**src/hw/rtl/sha384_ram.sv**
```systemverilog
// Generic single-write, single-read RAM with registered read data.
module sha384_ram #(
  parameter int WIDTH = 64,
  parameter int DEPTH = 16
) (
  input  logic                     clk,
  input  logic                     we,
  input  logic [$clog2(DEPTH)-1:0] waddr,
  input  logic [WIDTH-1:0]         wdata,
  input  logic [$clog2(DEPTH)-1:0] raddr,
  output logic [WIDTH-1:0]         rdata
);

  logic [WIDTH-1:0] mem [DEPTH];

  always_ff @(posedge clk) begin
    if (we) begin
      mem[waddr] <= wdata;
    end
    rdata <= mem[raddr];
  end

endmodule

```
**config.mk**
```make
export PLATFORM = sky130hd
export DESIGN_NAME = sha384_ram
export DESIGN_NICKNAME = d
export VERILOG_FILES = /design/src/hw/rtl/sha384_ram.sv
export SDC_FILE = /design/constraint.sdc
export NUM_CORES = 1
export LEC_CHECK = 0
export BUFFER_PORTS_ARGS = -buffer_cell sky130_fd_sc_hd__buf_2
export CAP_MARGIN = 20
export CORE_ASPECT_RATIO = 1.1
export CORE_MARGIN = 2
export CORE_UTILIZATION = 35
export DETAILED_ROUTE_END_ITERATION = 10
export GPL_ROUTABILITY_DRIVEN = 0
export PLACE_DENSITY = 0.62
export SYNTH_ARGS = -nofsm -noshare
export SYNTH_HDL_FRONTEND = slang
export SYNTH_SLANG_ARGS = --single-unit
```
**constraint.sdc**
```tcl
create_clock -name clk -period 16.02 [get_ports clk]
set_input_delay 0.801 -clock clk [delete_from_list [all_inputs] [get_ports clk]]
set_output_delay 0.801 -clock clk [all_outputs]
set_load 0.01 [all_outputs]
```
==> key figures <==
Pwr
  • Leak pwr: around 14 nW
  • Peak VDD IR: 0.0788 mV
  • Cell Pwr Density: 130 mW/mm2

Routing
  • Final WL: 88,400 um
  • Routed WL per cell: about 26 um
  • Via density: 5.14
  • Routed Antenna Nets: 0
  • DR pass1 iterations: 7
  • DRC viols: 0
  • Vias: 17,700
  • Detailed Route Iter0 Violations: 1,606

Global route
  • Tot GR Track Use: 15.0%
  • Initial antenna violation count: 23
  • Vias in the first global route: 18,500
  • First-pass GRT wire length: 128,000 um
  • GRT overflow: 0
  • Largest net degree at the start of global routing: roughly 120

CTS
  • Hold-fix buffers at CTS: 0
  • CTS root buffer: clkbuf_16
  • Setup bufs post-CTS: 0
  • CTS Buffer Depth: 3
  • Clock latency on the worst-skew pair: 0.68 ns
  • CTS tree: done
  • CTS clock-pin slew for the worst setup and hold paths: 0.06 ns
  • Cts bufs inserted: 103
  • Clock net sink count: 1,088
  • CTS H-Tree Depth: 3
  • Post-CTS sizing: 0

Floorplan
  • Initial core utilization: between 30% and 40%
  • Core ar.: 0.112 mm2
  • Die Width: 325 um
  • Die ar.: 0.116 mm2
  • Io pins: between 100 and 150
  • Die Span Y: 357 um
  • FP Rows: around 130

Timing
  • RSZ-0062 raised after global routing: no
  • Setup violations, final: 0
  • Max-slew headroom: 22.0%
  • Final Max Tran Viols: 0
  • Max Freq: 290 MHz
  • Final worst-path cycle share: 21.5%
  • Setup TNS: 0 ns
  • Final setup margin: 12.58 ns
  • Worst Clk Skew: roughly 0.046 ns
  • Final hold violations: 0
  • Slew @ Worst Pin: 1.17 ns
  • Final min period: 3.44 ns

Cells and area
  • Multi-input logic area: 0.00723 mm2
  • Fillers: between 9,000 and 10,000
  • Final net count: 1,912
  • Area grow syn2layout: 15.1%
  • Post-route cell area: 0.0455 mm2
  • Layout cells sized above 1: 31.1%
  • Storage cell area: between 0.03 and 0.04 mm2

Critical path
  • Worst Reg-to-Reg Cells: 3
  • Crit Path Max Fanout: 75
  • Endpoint class of the critical path: flip-flop
  • Critical path arrival: 3.99 ns
  • Critical-path cell list: buf_8 -> buf_4 -> buf_4 -> buf_12 -> mux4_2 -> a22oi_1 -> nand2_1
  • WP depth: 7
  • CP Launch Type: primary input
  • WP data required: 16.57 ns
  • Most used cell, CP: buf_4
  • Buf+Inv Stages, Crit Path: 4
  • Worst path top cell family by delay: buffers and inverters
  • CP max stage cell: buf_4
  • Setup CP Type: in -> reg
  • Slowest stage delay, CP: 0.70 ns

Place
  • Final HPWL DP: around 44,000 um
  • Area after DPL: 0.0421 mm2
  • Pre-CTS WS: 11.60 ns
  • PortBufs: 137

Synth
  • Synthesized net count: roughly 1,700
  • Flops & latches, synth: around 1,100
  • Synth Cell Area: 0.0396 mm2
  • Register area share after synthesis: 80.9%
  • Syn Inst Count: 1,647
  • Yosys cell types: 18
  • Syn. warnings: 0
  • Syn avg cell area: around 24 um2

Outcome
  • Status: finished, final reports clean

Min path
  • Hold path depth: 1
  • Worst Hold Class: in -> reg

Flow run
  • Max_cap viols: 0
-- state kept, by name (all words and copies together), names as in the netlist --
| register | count |
|---|---|
| rdata | 64 |
| mem | 1024 |
-- power by group --
part           internal (W)  leakage [nW]  switching (W)  total [W]
clock               0.00139          1.64        0.00105    0.00243
sequential          0.00318          9.79      0.0000226    0.00320
combinational      0.000110          2.95       0.000166   0.000276
-- kinds of logic (layout without fill, tap and decap cells) --
group                  after synthesis  count (layout)  synth area share (%)
AOI/OAI and AO/OA                  128             128                  2.43
and+or+nand+nor                     91              91                 0.942
DFF                               1088            1088                  80.9
buffers and inverters               84             364                  1.14
muxes                              256             256                  14.6
other                                0               3                     0
-- placed cells by master (no fill, tap or decap), types with 3 or more instances in the layout --
master and count:
nor2_4 13, clkbuf_16 104, buf_4 31, clkbuf_1 28, clkbuf_8 11, dfxtp_1 64, nand2_1 65, edfxtp_1 1024
clkinvlp_4 7, buf_2 135, diode_2 3, clkinv_1 13, mux4_2 256, a22oi_1 128, bufinv_16 8, nor3_2 4
clkinv_4 3, clkinv_2 10, inv_6 7
-- Yosys cell counts --
cell type | instances | area share (%)
a22oi_1 | 128 | 2.4
and2_1 | 1 | 0.016
buf_1 | 16 | 0.15
buf_2 | 13 | 0.16
buf_4 | 6 | 0.11
buf_6 | 13 | 0.37
clkbuf_1 | 36 | 0.34
dfxtp_1 | 64 | 3.2
edfxtp_1 | 1024 | 78
mux4_2 | 256 | 15
nand2_1 | 65 | 0.62
nand2b_1 | 2 | 0.032
nand3_1 | 1 | 0.013
nand3b_1 | 2 | 0.038
nor2_1 | 13 | 0.12
nor2b_1 | 2 | 0.032
nor3_1 | 4 | 0.051
or3b_2 | 1 | 0.022
-- stage by stage --
step           util [%]  hold WS, ns  power [W]  instances
2_1_floorplan         -        0.635    0.00342       1647
3_3_place_gp       37.5        0.655    0.00354       3237
3_5_place_dp       37.5        0.655    0.00355       3237
4_1_cts            40.5        0.457    0.00598       3431
5_1_grt            40.5        0.485    0.00609       3433
6_report           40.5        0.496    0.00591       3436
-- area by class of cell --
| type | count | share of cell area, % |
|---|---|---|
| Clock buffer | 143 | 6.28 |
| Antenna cell | 3 | 0.0165 |
| Clock inverter | 51 | 1.19 |
| Timing Repair Buffer | 170 | 2.16 |
| Sequential cell | 1088 | 70.3 |
| Tap cell | 1506 | 4.14 |
| Multi-Input combinational cell | 475 | 15.9 |
-- worst reg2reg max path: cells and delay by family (launching register included) --
kind	cells	cell delay, ns
simple gates	1	0.22
flops	1	0.37
compound gates	1	0.22
mux	1	0.47
-- per-layer routing --
layer	GRT usage, %	share of wire [%]
met1	19.7	42
met2	25.6	50
met3	2.95	5.5
met4	4.09	2.1
met5	0	0.15
-- worst paths after layout --
path	start	to	slack, ns
min	wdata[11]	mem[3][11]$_DFFE_PP_	0.50
min reg2reg	mem[5][52]$_DFFE_PP_	rdata[52]$_DFF_P_	0.64
max	raddr[0]	rdata[45]$_DFF_P_	12.58
max reg2reg	mem[11][2]$_DFFE_PP_	rdata[2]$_DFF_P_	14.55
Power figures use the tool's default switching activity.
